===== config.mk =====
export PLATFORM = sky130hd
export DESIGN_NAME = threshold_promote_cache_list_core_flat
export DESIGN_NICKNAME = d
export VERILOG_FILES = /design/src/rtl/tpc_pkg.sv /design/src/rtl/tpc_if.sv /design/src/rtl/tpc_ctrl.sv /design/src/rtl/tpc_dp.sv /design/src/rtl/threshold_promote_cache_list_core.sv /design/src/flat_wrapper.sv
export SDC_FILE = /design/constraint.sdc
export NUM_CORES = 1
export LEC_CHECK = 0
export CAP_MARGIN = 20
export CORE_MARGIN = 10
export CORE_UTILIZATION = 58
export DETAILED_ROUTE_END_ITERATION = 12
export DONT_BUFFER_PORTS = 1
export PLACE_DENSITY_LB_ADDON = 0.1
export SYNTH_ARGS = -nofsm -noshare
export SYNTH_HDL_FRONTEND = slang
export SYNTH_SLANG_ARGS = --single-unit

===== constraint.sdc =====
create_clock -name clock -period 10.9 [get_ports clock]
set_clock_uncertainty 0.2 [all_clocks]
set_input_delay 1.09 -clock clock [delete_from_list [all_inputs] [get_ports clock]]
set_output_delay 1.09 -clock clock [all_outputs]
set_load 0.05 [all_outputs]

===== src/rtl/tpc_pkg.sv =====
// Shared types and constants of the threshold promote cache list.
// No dependencies; used by the interfaces, controller, datapath, top level and checker.
package tpc_pkg;

   // Parameter defaults
   localparam int DEPTH_DEF    = 16;
   localparam int TAG_BITS_DEF = 32;

   // Fixed field widths
   localparam int COUNT_W    = 16;
   localparam int THRESH_W   = 16;
   localparam int CAP_W      = 5;
   localparam int CSR_IDX_W  = 1;
   localparam int CSR_DATA_W = 16;

   localparam logic [COUNT_W-1:0]  COUNT_MAX    = '1;
   localparam logic [THRESH_W-1:0] THRESH_RESET = 16'd2;
   localparam logic [CAP_W-1:0]    CAP_RESET    = 5'd16;

   // Register indexes
   localparam logic [CSR_IDX_W-1:0] REG_THRESHOLD = 1'b0;
   localparam logic [CSR_IDX_W-1:0] REG_CAPACITY  = 1'b1;

   // Request kinds
   localparam logic KIND_ACCESS = 1'b0;
   localparam logic KIND_FLUSH  = 1'b1;

   // Controller to datapath commands
   typedef struct packed {
      logic load;     // latch the incoming item
      logic compare;  // register the tag match vector
      logic commit;   // update the list and load the result register
   } tpc_cmd_type;

endpackage


===== src/rtl/tpc_if.sv =====
// Request and response channel interfaces of the threshold promote cache list.
// Depends on tpc_pkg for field widths.
interface tpc_req_if
   import tpc_pkg::*;
#(
   parameter int TAG_BITS = TAG_BITS_DEF
) ();
   logic                valid;
   logic                ready;
   logic                kind;
   logic [TAG_BITS-1:0] tag;

   modport source (output valid, kind, tag, input ready);
   modport sink   (input valid, kind, tag, output ready);
endinterface

interface tpc_rsp_if
   import tpc_pkg::*;
#(
   parameter int TAG_BITS = TAG_BITS_DEF,
   parameter int OCC_W    = $clog2(DEPTH_DEF + 1)
) ();
   logic                valid;
   logic                ready;
   logic                hit;
   logic [COUNT_W-1:0]  hit_count;
   logic                promoted;
   logic                evicted;
   logic [TAG_BITS-1:0] evicted_tag;
   logic [OCC_W-1:0]    occupancy;

   modport source (output valid, hit, hit_count, promoted, evicted, evicted_tag, occupancy,
                   input ready);
   modport sink   (input valid, hit, hit_count, promoted, evicted, evicted_tag, occupancy,
                   output ready);
endinterface


===== src/rtl/tpc_ctrl.sv =====
// Controller of the threshold promote cache list: sequences load, compare and commit.
// Depends on tpc_pkg for the command struct.
module tpc_ctrl
   import tpc_pkg::*;
(
   input  logic        clock,
   input  logic        reset,
   input  logic        req_valid,
   output logic        req_ready,
   output logic        rsp_valid,
   input  logic        rsp_ready,
   output tpc_cmd_type cmd
);

   localparam logic [1:0] ST_IDLE = 2'd0;
   localparam logic [1:0] ST_CMP  = 2'd1;
   localparam logic [1:0] ST_UPD  = 2'd2;

   logic [1:0] state_ff, state_in;
   logic       rsp_valid_ff, rsp_valid_in;
   logic       commit;
   logic       load;

   // Commit once the result register is free or being emptied
   assign commit    = (state_ff == ST_UPD) && (!rsp_valid_ff || rsp_ready);
   assign req_ready = (state_ff == ST_IDLE) || commit;
   assign load      = req_valid && req_ready;

   assign cmd.load    = load;
   assign cmd.compare = (state_ff == ST_CMP);
   assign cmd.commit  = commit;
   assign rsp_valid   = rsp_valid_ff;

   // Advance the sequence
   always_comb begin
      state_in = state_ff;
      unique case (state_ff)
         ST_IDLE: if (load) state_in = ST_CMP;
         ST_CMP:  state_in = ST_UPD;
         ST_UPD: begin
            if (commit) state_in = load ? ST_CMP : ST_IDLE;
         end
         default: state_in = ST_IDLE;
      endcase
   end

   // Hold the result until taken
   always_comb begin
      rsp_valid_in = rsp_valid_ff;
      if (commit)         rsp_valid_in = 1'b1;
      else if (rsp_ready) rsp_valid_in = 1'b0;
   end

   always_ff @(posedge clock) begin
      if (reset) begin
         state_ff     <= ST_IDLE;
         rsp_valid_ff <= 1'b0;
      end else begin
         state_ff     <= state_in;
         rsp_valid_ff <= rsp_valid_in;
      end
   end

endmodule


===== src/rtl/tpc_dp.sv =====
// Datapath of the threshold promote cache list: entry cells, match vector,
// configuration registers and result register. Depends on tpc_pkg.
module tpc_dp
   import tpc_pkg::*;
#(
   parameter int DEPTH    = DEPTH_DEF,
   parameter int TAG_BITS = TAG_BITS_DEF,
   parameter int OCC_W    = $clog2(DEPTH_DEF + 1)
) (
   input  logic                  clock,
   input  logic                  reset,
   input  tpc_cmd_type           cmd,
   input  logic                  req_kind,
   input  logic [TAG_BITS-1:0]   req_tag,
   input  logic                  csr_wr_en,
   input  logic [CSR_IDX_W-1:0]  csr_index,
   input  logic [CSR_DATA_W-1:0] csr_wdata,
   output logic                  rsp_hit,
   output logic [COUNT_W-1:0]    rsp_hit_count,
   output logic                  rsp_promoted,
   output logic                  rsp_evicted,
   output logic [TAG_BITS-1:0]   rsp_evicted_tag,
   output logic [OCC_W-1:0]      rsp_occupancy
);

   // Configuration
   logic [THRESH_W-1:0] threshold_ff;
   logic [CAP_W-1:0]    capacity_ff;
   logic [OCC_W-1:0]    eff_cap;

   // Latched item and match vector
   logic                kind_ff;
   logic [TAG_BITS-1:0] tag_ff;
   logic [DEPTH-1:0]    match_ff, match_in;

   // Entry cells
   logic [TAG_BITS-1:0] tag_arr_ff   [DEPTH];
   logic [TAG_BITS-1:0] tag_arr_in   [DEPTH];
   logic [COUNT_W-1:0]  count_arr_ff [DEPTH];
   logic [COUNT_W-1:0]  count_arr_in [DEPTH];
   logic [OCC_W-1:0]    used_ff, used_in;

   // Update terms
   logic [DEPTH-1:0]    hitv, below, shift_mask, bump_mask;
   logic                hit, promote, evict, flush, upd_entries, front_write;
   logic [COUNT_W-1:0]  old_count, new_count, front_count;
   logic [TAG_BITS-1:0] ev_tag;

   // Result register
   logic                hit_ff, promoted_ff, evicted_ff;
   logic [COUNT_W-1:0]  hit_count_ff;
   logic [TAG_BITS-1:0] evicted_tag_ff;
   logic [OCC_W-1:0]    occupancy_ff;

   // Clamp capacity into one to DEPTH
   always_comb begin
      if (int'(capacity_ff) > DEPTH)  eff_cap = OCC_W'(DEPTH);
      else if (capacity_ff == '0)     eff_cap = OCC_W'(1);
      else                            eff_cap = OCC_W'(capacity_ff);
   end

   // Compare the tag against every valid entry
   always_comb begin
      for (int i = 0; i < DEPTH; i++) begin
         match_in[i] = (tag_arr_ff[i] == tag_ff) && (OCC_W'(i) < used_ff);
      end
   end

   // Isolate the first match and gather its count and the tail tag
   assign flush = (kind_ff == KIND_FLUSH);
   assign hitv  = match_ff & (~match_ff + DEPTH'(1));
   assign hit   = |hitv;
   assign below = hitv - DEPTH'(1);

   always_comb begin
      old_count = '0;
      ev_tag    = '0;
      for (int i = 0; i < DEPTH; i++) begin
         if (hitv[i]) old_count = old_count | count_arr_ff[i];
         if (OCC_W'(i) == used_ff - OCC_W'(1)) ev_tag = ev_tag | tag_arr_ff[i];
      end
   end

   assign new_count = (old_count == COUNT_MAX) ? old_count : old_count + COUNT_W'(1);
   assign promote   = hit && !hitv[0] && (old_count == threshold_ff) && (old_count != COUNT_MAX);
   assign evict     = !hit && (used_ff >= eff_cap);

   // Next occupancy
   always_comb begin
      priority if (flush) used_in = '0;
      else if (hit)       used_in = used_ff;
      else if (evict)     used_in = used_ff;
      else                used_in = used_ff + OCC_W'(1);
   end

   // Decide which cells shift toward the tail and which take the new count
   assign upd_entries = cmd.commit && !flush;
   always_comb begin
      front_write = 1'b0;
      front_count = new_count;
      shift_mask  = '0;
      bump_mask   = '0;
      if (!hit) begin
         front_write = 1'b1;
         front_count = COUNT_W'(1);
         for (int i = 1; i < DEPTH; i++) shift_mask[i] = (OCC_W'(i) < used_in);
      end else if (promote) begin
         front_write = 1'b1;
         shift_mask  = (below | hitv) & ~DEPTH'(1);
      end else begin
         bump_mask = hitv;
      end
   end

   // Entry cells: each takes its neighbor toward the front, or a new count
   for (genvar g = 0; g < DEPTH; g++) begin : g_cell
      if (g == 0) begin : g_front
         always_comb begin
            tag_arr_in[g]   = tag_arr_ff[g];
            count_arr_in[g] = count_arr_ff[g];
            if (upd_entries && front_write) begin
               tag_arr_in[g]   = tag_ff;
               count_arr_in[g] = front_count;
            end else if (upd_entries && bump_mask[g]) begin
               count_arr_in[g] = new_count;
            end
         end
      end else begin : g_rest
         always_comb begin
            tag_arr_in[g]   = tag_arr_ff[g];
            count_arr_in[g] = count_arr_ff[g];
            if (upd_entries && shift_mask[g]) begin
               tag_arr_in[g]   = tag_arr_ff[g-1];
               count_arr_in[g] = count_arr_ff[g-1];
            end else if (upd_entries && bump_mask[g]) begin
               count_arr_in[g] = new_count;
            end
         end
      end

      always_ff @(posedge clock) begin
         tag_arr_ff[g]   <= tag_arr_in[g];
         count_arr_ff[g] <= count_arr_in[g];
      end
   end

   // Control state: configuration and occupancy
   always_ff @(posedge clock) begin
      if (reset) begin
         threshold_ff <= THRESH_RESET;
         capacity_ff  <= CAP_RESET;
         used_ff      <= '0;
      end else begin
         if (csr_wr_en) begin
            unique case (csr_index)
               REG_THRESHOLD: threshold_ff <= csr_wdata[THRESH_W-1:0];
               REG_CAPACITY:  capacity_ff  <= csr_wdata[CAP_W-1:0];
               default: ;
            endcase
         end
         if (cmd.commit) used_ff <= used_in;
      end
   end

   // Payload: latched item, match vector and result
   always_ff @(posedge clock) begin
      if (cmd.load) begin
         kind_ff <= req_kind;
         tag_ff  <= req_tag;
      end
      if (cmd.compare) match_ff <= match_in;
      if (cmd.commit) begin
         hit_ff         <= !flush && hit;
         hit_count_ff   <= flush ? '0 : (hit ? new_count : COUNT_W'(1));
         promoted_ff    <= !flush && promote;
         evicted_ff     <= !flush && evict;
         evicted_tag_ff <= (!flush && evict) ? ev_tag : '0;
         occupancy_ff   <= used_in;
      end
   end

   assign rsp_hit         = hit_ff;
   assign rsp_hit_count   = hit_count_ff;
   assign rsp_promoted    = promoted_ff;
   assign rsp_evicted     = evicted_ff;
   assign rsp_evicted_tag = evicted_tag_ff;
   assign rsp_occupancy   = occupancy_ff;

endmodule


===== src/rtl/threshold_promote_cache_list_core.sv =====
// Top level of the threshold promote cache list: controller plus datapath.
// Depends on tpc_pkg, tpc_if, tpc_ctrl and tpc_dp.
//
// Usage:
//   req_ch carries one item: kind (access or flush) and tag. rsp_ch returns
//   exactly one result per item: hit, hit_count, promoted, evicted,
//   evicted_tag and occupancy. Items move on valid and ready both high.
//   csr_wr_en writes csr_wdata into register csr_index (0 threshold,
//   1 capacity); write only while no item is in flight.
//   An accepted item passes the compare step (tags of all entries against
//   the item) and then the list update step, where it commits and loads
//   the result register. The next item is taken in the same cycle the
//   previous one commits, so only one item is in flight at a time.
//   Reset empties the list, sets threshold to 2 and capacity to 16.
//   When rsp_ch stalls, the result is held in the output register; the
//   next item finishes its compare and then waits at the update step,
//   and req_ch stays not ready until that result can be written.
module threshold_promote_cache_list_core
   import tpc_pkg::*;
#(
   parameter int DEPTH    = DEPTH_DEF,
   parameter int TAG_BITS = TAG_BITS_DEF
) (
   input  logic                  clock,
   input  logic                  reset,
   tpc_req_if.sink               req_ch,
   tpc_rsp_if.source             rsp_ch,
   input  logic                  csr_wr_en,
   input  logic [CSR_IDX_W-1:0]  csr_index,
   input  logic [CSR_DATA_W-1:0] csr_wdata
);

   localparam int OCC_W = $clog2(DEPTH + 1);

   tpc_cmd_type cmd;

   tpc_ctrl u_ctrl (
      .clock     (clock),
      .reset     (reset),
      .req_valid (req_ch.valid),
      .req_ready (req_ch.ready),
      .rsp_valid (rsp_ch.valid),
      .rsp_ready (rsp_ch.ready),
      .cmd       (cmd)
   );

   tpc_dp #(
      .DEPTH    (DEPTH),
      .TAG_BITS (TAG_BITS),
      .OCC_W    (OCC_W)
   ) u_dp (
      .clock           (clock),
      .reset           (reset),
      .cmd             (cmd),
      .req_kind        (req_ch.kind),
      .req_tag         (req_ch.tag),
      .csr_wr_en       (csr_wr_en),
      .csr_index       (csr_index),
      .csr_wdata       (csr_wdata),
      .rsp_hit         (rsp_ch.hit),
      .rsp_hit_count   (rsp_ch.hit_count),
      .rsp_promoted    (rsp_ch.promoted),
      .rsp_evicted     (rsp_ch.evicted),
      .rsp_evicted_tag (rsp_ch.evicted_tag),
      .rsp_occupancy   (rsp_ch.occupancy)
   );

endmodule


===== src/flat_wrapper.sv =====
// flat-port wrapper written by rule: the top's interface ports become plain ports
module threshold_promote_cache_list_core_flat import tpc_pkg::*;
#(
   parameter int DEPTH    = DEPTH_DEF,
   parameter int TAG_BITS = TAG_BITS_DEF
)
  (clock, reset, csr_wr_en, csr_index, csr_wdata, req_ch_valid, req_ch_kind, req_ch_tag, req_ch_ready, rsp_ch_valid, rsp_ch_hit, rsp_ch_hit_count, rsp_ch_promoted, rsp_ch_evicted, rsp_ch_evicted_tag, rsp_ch_occupancy, rsp_ch_ready);
  tpc_req_if #(.TAG_BITS(TAG_BITS)) req_ch_i ();
  tpc_rsp_if #(.TAG_BITS(TAG_BITS)) rsp_ch_i ();
  input  logic clock;
  input  logic reset;
  input  logic csr_wr_en;
  input  logic [CSR_IDX_W-1:0] csr_index;
  input  logic [CSR_DATA_W-1:0] csr_wdata;
  input wire logic [$bits(req_ch_i.valid)-1:0] req_ch_valid;
  input wire logic [$bits(req_ch_i.kind)-1:0] req_ch_kind;
  input wire logic [$bits(req_ch_i.tag)-1:0] req_ch_tag;
  output wire logic [$bits(req_ch_i.ready)-1:0] req_ch_ready;
  output wire logic [$bits(rsp_ch_i.valid)-1:0] rsp_ch_valid;
  output wire logic [$bits(rsp_ch_i.hit)-1:0] rsp_ch_hit;
  output wire logic [$bits(rsp_ch_i.hit_count)-1:0] rsp_ch_hit_count;
  output wire logic [$bits(rsp_ch_i.promoted)-1:0] rsp_ch_promoted;
  output wire logic [$bits(rsp_ch_i.evicted)-1:0] rsp_ch_evicted;
  output wire logic [$bits(rsp_ch_i.evicted_tag)-1:0] rsp_ch_evicted_tag;
  output wire logic [$bits(rsp_ch_i.occupancy)-1:0] rsp_ch_occupancy;
  input wire logic [$bits(rsp_ch_i.ready)-1:0] rsp_ch_ready;
  assign req_ch_i.valid = req_ch_valid;
  assign req_ch_i.kind = req_ch_kind;
  assign req_ch_i.tag = req_ch_tag;
  assign req_ch_ready = req_ch_i.ready;
  assign rsp_ch_valid = rsp_ch_i.valid;
  assign rsp_ch_hit = rsp_ch_i.hit;
  assign rsp_ch_hit_count = rsp_ch_i.hit_count;
  assign rsp_ch_promoted = rsp_ch_i.promoted;
  assign rsp_ch_evicted = rsp_ch_i.evicted;
  assign rsp_ch_evicted_tag = rsp_ch_i.evicted_tag;
  assign rsp_ch_occupancy = rsp_ch_i.occupancy;
  assign rsp_ch_i.ready = rsp_ch_ready;
  threshold_promote_cache_list_core #(.DEPTH(DEPTH), .TAG_BITS(TAG_BITS)) u_core (.clock(clock), .reset(reset), .req_ch(req_ch_i), .rsp_ch(rsp_ch_i), .csr_wr_en(csr_wr_en), .csr_index(csr_index), .csr_wdata(csr_wdata));
endmodule

### Word level (Yosys, flattened, before mapping)

Memories as Yosys holds them, arrays and structs flattened.
Index checks and enable logic that the tools add are counted.

* bits in registers: 134
* RAM bits: 768
* input port bits: 55
* memories: 2

Memories
* u_core.u_dp.tag_arr_ff: depth 16, width 32, rd ports 16, clocked after Yosys merged registers in 0, write ports 16, line tpc_dp.sv:37 `logic [TAG_BITS-1:0] tag_arr_ff [DEPTH];`
* u_core.u_dp.count_arr_ff: depth 16, width 16, rd ports 16, clocked after Yosys merged registers in 0, write ports 16, line tpc_dp.sv:39 `logic [COUNT_W-1:0] count_arr_ff [DEPTH];`

* add/sub/neg operators: 5
* order comparisons: 33
* equal/unequal tests: 38
* muxes and demuxes: 99
* bitwise logic cells: 34
* reduce and logical (&&, ||, !) cells: 72

Operator list (number)
* 2-to-1 mux 32 bit: 32
* 2-to-1 mux 16 bit: 53
* equality test 32 bit: 16
* OR 32 bit: 15
* OR 16 bit: 16
* less-than comparator 4 x 5 -> 1 bit, first input constant: 16
* logical AND 1 bit: 58
* equality test 4 x 5 -> 1 bit, first input constant: 8
* less-than comparator 3 x 5 -> 1 bit, first input constant: 8
* adder 16 x 1 -> 16 bit, second input constant: 2
* 2-to-1 mux 5 bit: 5
* equality test 3 x 5 -> 1 bit, first input constant: 4
* less-than comparator 2 x 5 -> 1 bit, first input constant: 4
* AND 16 bit: 1
* equality test 16 bit: 1
* equality test 16 bit, second input constant: 1
* != test 16 bit, second input constant: 1
* inverter 16 bit: 1
* OR reduction 16 bit: 1
* subtractor 16 x 1 -> 16 bit, second input constant: 1
* less-than comparator 1 x 5 -> 1 bit, first input constant: 3
* 2-to-1 mux 15 bit: 1
* equality test 2 x 5 -> 1 bit, first input constant: 2
* zero test 5 bit: 2
* 17 further kinds: 29

### Depth between registers and ports, before layout

* depth after elaboration: 42
* depth in mapped cells: 17

### Cells and area by module

Synthesis repeated with hierarchy kept, for this count alone.

* cell total of the unflattened synthesis: 3175
* area total of the unflattened synthesis: 43740.7 sq um

By module, submodules not included
* tpc_dp: times used 1, cells an instance 3158, area each 43569.3 sq um
* tpc_ctrl: times used 1, cells an instance 17, area each 171.4 sq um

### Least setup slack after synthesis

No wires, ideal clock.

* path kind: flip-flop to flip-flop
* start: register, netlist name u_core.u_dp.match_ff[7]
* end: memory u_core.u_dp.count_arr_ff[6][4] (netlist: u_core.u_dp.count_arr_ff[0][100]) (enable)
* arrival: 9.522 ns
* setup slack: 0.804 ns
* stages on the path, launching flop included: 15
* path buffers: 4
* period minus slack after synthesis: 10.096 ns
* cell sequence: edfxtp_1 -> buf_2 -> or4_1 -> buf_2 -> nor4_1 -> a22oi_1 -> nand3_1 -> xor2_1 -> or3b_1 -> nor4_2 -> nand4_2 -> buf_6 -> buf_4 -> a2111oi_0 -> a41o_1

RTL lines (line)
* end, declared: tpc_dp.sv:39

==> qor_table.md <==
| Item | This run | Unit |
| --- | --- | --- |
| Starting utilization of the core area | 58.59 | % |
| Final Slew Violations | 0 | - |
| Number of synthesized register bits | 902 | - |
| Number of clock sinks | 902 | - |
| Initial drt markers | 5,978 | - |
| DR vias | 31,580 | - |
| Endpoint of the most critical register-to-register path | u_core.u_dp.count_arr_ff[0][49] | - |
| Vias in the first global route | 29,920 | - |
| Setup crit end | u_core.u_dp.count_arr_ff[0][49] | - |
| Type of the most critical hold path | reg2reg | - |
| Status | complete, no violations | - |
| Clock edge transition at the registers on the reported setup and hold paths | 60 | ps |
| Required @ worst endpoint | 10,990 | ps |
| Hold violation count in the final report | 0 | - |
| Most frequent cells in the layout | sky130_fd_sc_hd__edfxtp_1 (873), sky130_fd_sc_hd__xor2_1 (328), sky130_fd_sc_hd__xnor2_1 (208) | - |
| Routed wire length | 179,900 | µm |
| Setup repair after global routing missed its margin | false | - |
| Remaining Overflow, GRT | 0 | - |
| GRT busiest layer | met2 | - |
| Total clock buffers created by CTS | 98 | - |
| Crit. End Element | flop | - |
| Dominant synthesized flop cell | sky130_fd_sc_hd__edfxtp_1 | - |
| Met2 global-route usage | 63.52 | % |
| Maximum achievable frequency | 0.1337 | GHz |
| Port Buffer Count | 0 | - |
| Number of distinct standard cells referenced by the synthesized netlist | 90 | - |
| Post-synthesis area per instance | 13.91 | µm² |
| Die Y-Extent | 294.2 | µm |
| Global-route met1 utilization | 47.52 | % |
| Count of H-tree levels built during CTS | 3 | - |
| # Max-Cap Violations | 0 | - |
| Register-to-Register Setup Slack | 3420 | ps |
| Top-level I/O count | 113 | - |
| Register area share after synthesis | 61.43 | % |
| Area growth from synthesis to final layout | 10.24 | % |
| Clk_lat worst skew | 670 | ps |
| Reported leakage power | 14.97 | nW |
| Post-layout nets | 3,190 | - |
| Period utilisation layout | 68.63 | % |
| Number of placement rows | 100 | - |
| Element type at the critical path start | flop | - |
| Post-CTS repair timing setup buffer count | 0 | - |
| Grt met3 use | 10.89 | % |
| Classification of the worst setup path | reg2reg | - |
| Async set-or-reset flop fraction in the synthesized netlist | 0 | % |
| Drc violations | 0 | - |
| EDFF count, synth | 873 | - |
| Routed via count divided by cell count | 7.572 | - |
| Data arrival time at the worst-slack endpoint | 7570 | ps |
| Last weighted congestion value of the routability-driven placer | 1.084 | - |
| Worst flop-to-flop path startpoint | u_core.u_dp.match_ff[1] | - |
| Synthesized netlist cell count | 3,135 | - |
| PostCTS Resize Cnt | 0 | - |
| Relative max-transition margin | 12.44 | % |
| Clock tree from TritonCTS | done | - |
| Wire per inst | 43.14 | µm |
| Total power density per cell area | 154.5 | nW/µm² |
| Utilization after layout | 64.59 | % |
| Die Footprint | 86,570 | µm² |
| Max Fanout on Critical Path | 30 | - |
| Count of final setup violators | 0 | - |
| Hold Buf Count CTS | 0 | - |
| Largest net degree at the start of global routing | 45 | - |
| Share of final-layout standard cells stronger than drive strength 1 | 16.30 | % |
| Core footprint | 74,450 | µm² |
| YS warnings | 0 | - |
| Root Buffer Master | sky130_fd_sc_hd__clkbuf_16 | - |
| Net count of the mapped netlist | 3,202 | - |
| Chip width | 294.2 | µm |
| Placed wire-length estimate after detailed placement | 120,600 | µm |
| Transition time at the pin with the least slew margin | 1280 | ps |
| Number of antenna violations at the first check in global routing | 14 | - |
| Total track usage | 40.67 | % |
| Antenna Violating Nets Remaining | 0 | - |
| Clock buffer depth | 3 | - |
| TritonRoute pass-1 iters | 9 | - |
| Maximum VDD drop | 0.0001773 | V |
| Most common library cell in the layout ignoring fill and taps | sky130_fd_sc_hd__edfxtp_1 | - |
| Wire length of the first global-routing pass | 245,000 | µm |
| Critical Path Source | u_core.u_dp.match_ff[1] | - |
| Netlist Area Pre-Place | 43,620 | µm² |
| Aggregate negative setup slack | 0 | ps |
| Clock period minus final worst setup slack | 7480 | ps |
| Worst Reg2Reg Path Length in Cells | 13 | - |
[synth_stat cells (all sizes together), types with 11 or more instances]
| library cell | count | area [µm²] |
|---|---|---|
| a2111oi | 21 | 334.1 |
| a211oi | 15 | 145.1 |
| a21oi | 74 | 381.6 |
| a221oi | 111 | 972.2 |
| a22o | 98 | 858.3 |
| a22oi | 88 | 660.6 |
| a31oi | 38 | 237.7 |
| and2 | 36 | 225.2 |
| and3 | 42 | 262.8 |
| buf | 53 | 276.5 |
| clkbuf | 174 | 653.1 |
| dfxtp | 29 | 580.6 |
| edfxtp | 873 | 26220 |
| ha | 12 | 150.1 |
| inv | 22 | 82.58 |
| mux2 | 244 | 2751 |
| nand2 | 108 | 407.9 |
| nand2b | 11 | 68.82 |
| nand3 | 39 | 195.2 |
| nand3b | 20 | 150.1 |
| nand4 | 75 | 475.5 |
| nor2 | 62 | 232.7 |
| nor2b | 22 | 137.6 |
| nor3 | 32 | 170.2 |
| nor4 | 101 | 669.4 |
| o21ai | 29 | 145.1 |
| xnor2 | 212 | 1857 |
| xor2 | 328 | 2873 |
[cell families after synthesis]
family	Yosys count	synth area share [%]
adder cells (fa/ha/maj)	12	0.3442
XOR/XNOR	540	10.84
flip-flops	902	61.43
AND/OR/NAND/NOR	609	8.080
multiplexers	251	6.468
AO/OA/AOI/OAI	571	10.50
buffers and inverters	250	2.329
[registers in the layout, summed over array words and instances, names as in the netlist, 2 cells and up]
signal                       count
u_core.u_dp.tag_ff              32
u_core.u_dp.rsp_occupancy        5
u_core.u_dp.capacity_ff          5
u_core.u_dp.used_ff              5
u_core.u_dp.tag_arr_ff         512
u_core.u_dp.match_ff            16
u_core.u_dp.threshold_ff        16
u_core.u_ctrl.state_ff           2
u_core.u_dp.count_arr_ff       256
u_core.u_dp.rsp_hit_count       16
u_core.u_dp.rsp_evicted_tag     32
[per-layer routing]
metal,part of all wire [%],vias up
met1,33,15560
met4,9.9,10
met2,45,3011
met3,12,761
li1,-,12240
met5,0.039,-
[stage by stage]
stage          setup WS (ps)  hold slack, ps  cell area [µm²]  power, W  instances
5_1_grt                 3343           286.6            48070  0.007563       4165
3_3_place_gp            3868           247.9            45000  0.004290       3982
4_1_cts                 3620           268.2            47990  0.007414       4156
6_report                3420           268.5            48090  0.007430       4170
3_5_place_dp            3646           259.2            45020  0.004293       3983
2_1_floorplan          803.9           224.4            43620  0.004123       3135
[power breakdown]
part           leakage (nW)  switching, W  total [W]  internal (W)
combinational          5.37      0.000273   0.000398      0.000125
sequential             8.15     0.0000610    0.00385       0.00379
clock                  1.45       0.00141    0.00318       0.00177
total                  15.0       0.00175    0.00743       0.00568
[critical path: stages (launching register included)]
cell and delay (ps):
sky130_fd_sc_hd__edfxtp_1 1020, sky130_fd_sc_hd__or3_1 290, sky130_fd_sc_hd__buf_4 360, sky130_fd_sc_hd__nor4_1 210
sky130_fd_sc_hd__a32o_1 260, sky130_fd_sc_hd__a2111oi_0 940, sky130_fd_sc_hd__nand4b_1 460, sky130_fd_sc_hd__ha_1 400
sky130_fd_sc_hd__and4_1 170, sky130_fd_sc_hd__a311oi_1 490, sky130_fd_sc_hd__nand4_2 220, sky130_fd_sc_hd__buf_4 360
sky130_fd_sc_hd__a2111oi_4 1060, sky130_fd_sc_hd__a41o_1 640
[area by class of cell]
class,count,area [µm²]
repair buffers,115,889.6
inverters,23,87.58
clock buffers,127,2634
clock inverters,46,336.6
diodes,5,12.51
flip-flops and latches,902,26800
multi-input cells,1983,16120
fillers,5458,26360
well taps,969,1212
[worst min path at each step]
stage | from | endpoint | slack (ps) | cells past startpoint
after floorplan | u_core.u_dp.tag_ff[0] | u_core.u_dp.tag_arr_ff[0][0] | 220 | 0
after global placement | u_core.u_dp.capacity_ff[0] | u_core.u_dp.capacity_ff[0] | 250 | 2
after detailed placement | u_core.u_dp.threshold_ff[14] | u_core.u_dp.threshold_ff[14] | 260 | 2
after CTS | u_core.u_dp.threshold_ff[6] | u_core.u_dp.threshold_ff[6] | 270 | 2
after global routing | reset | u_core.u_dp.used_ff[0] | 290 | 1
final | u_core.u_dp.threshold_ff[6] | u_core.u_dp.threshold_ff[6] | 270 | 2
No activity file was read; power rests on OpenSTA's default activity.
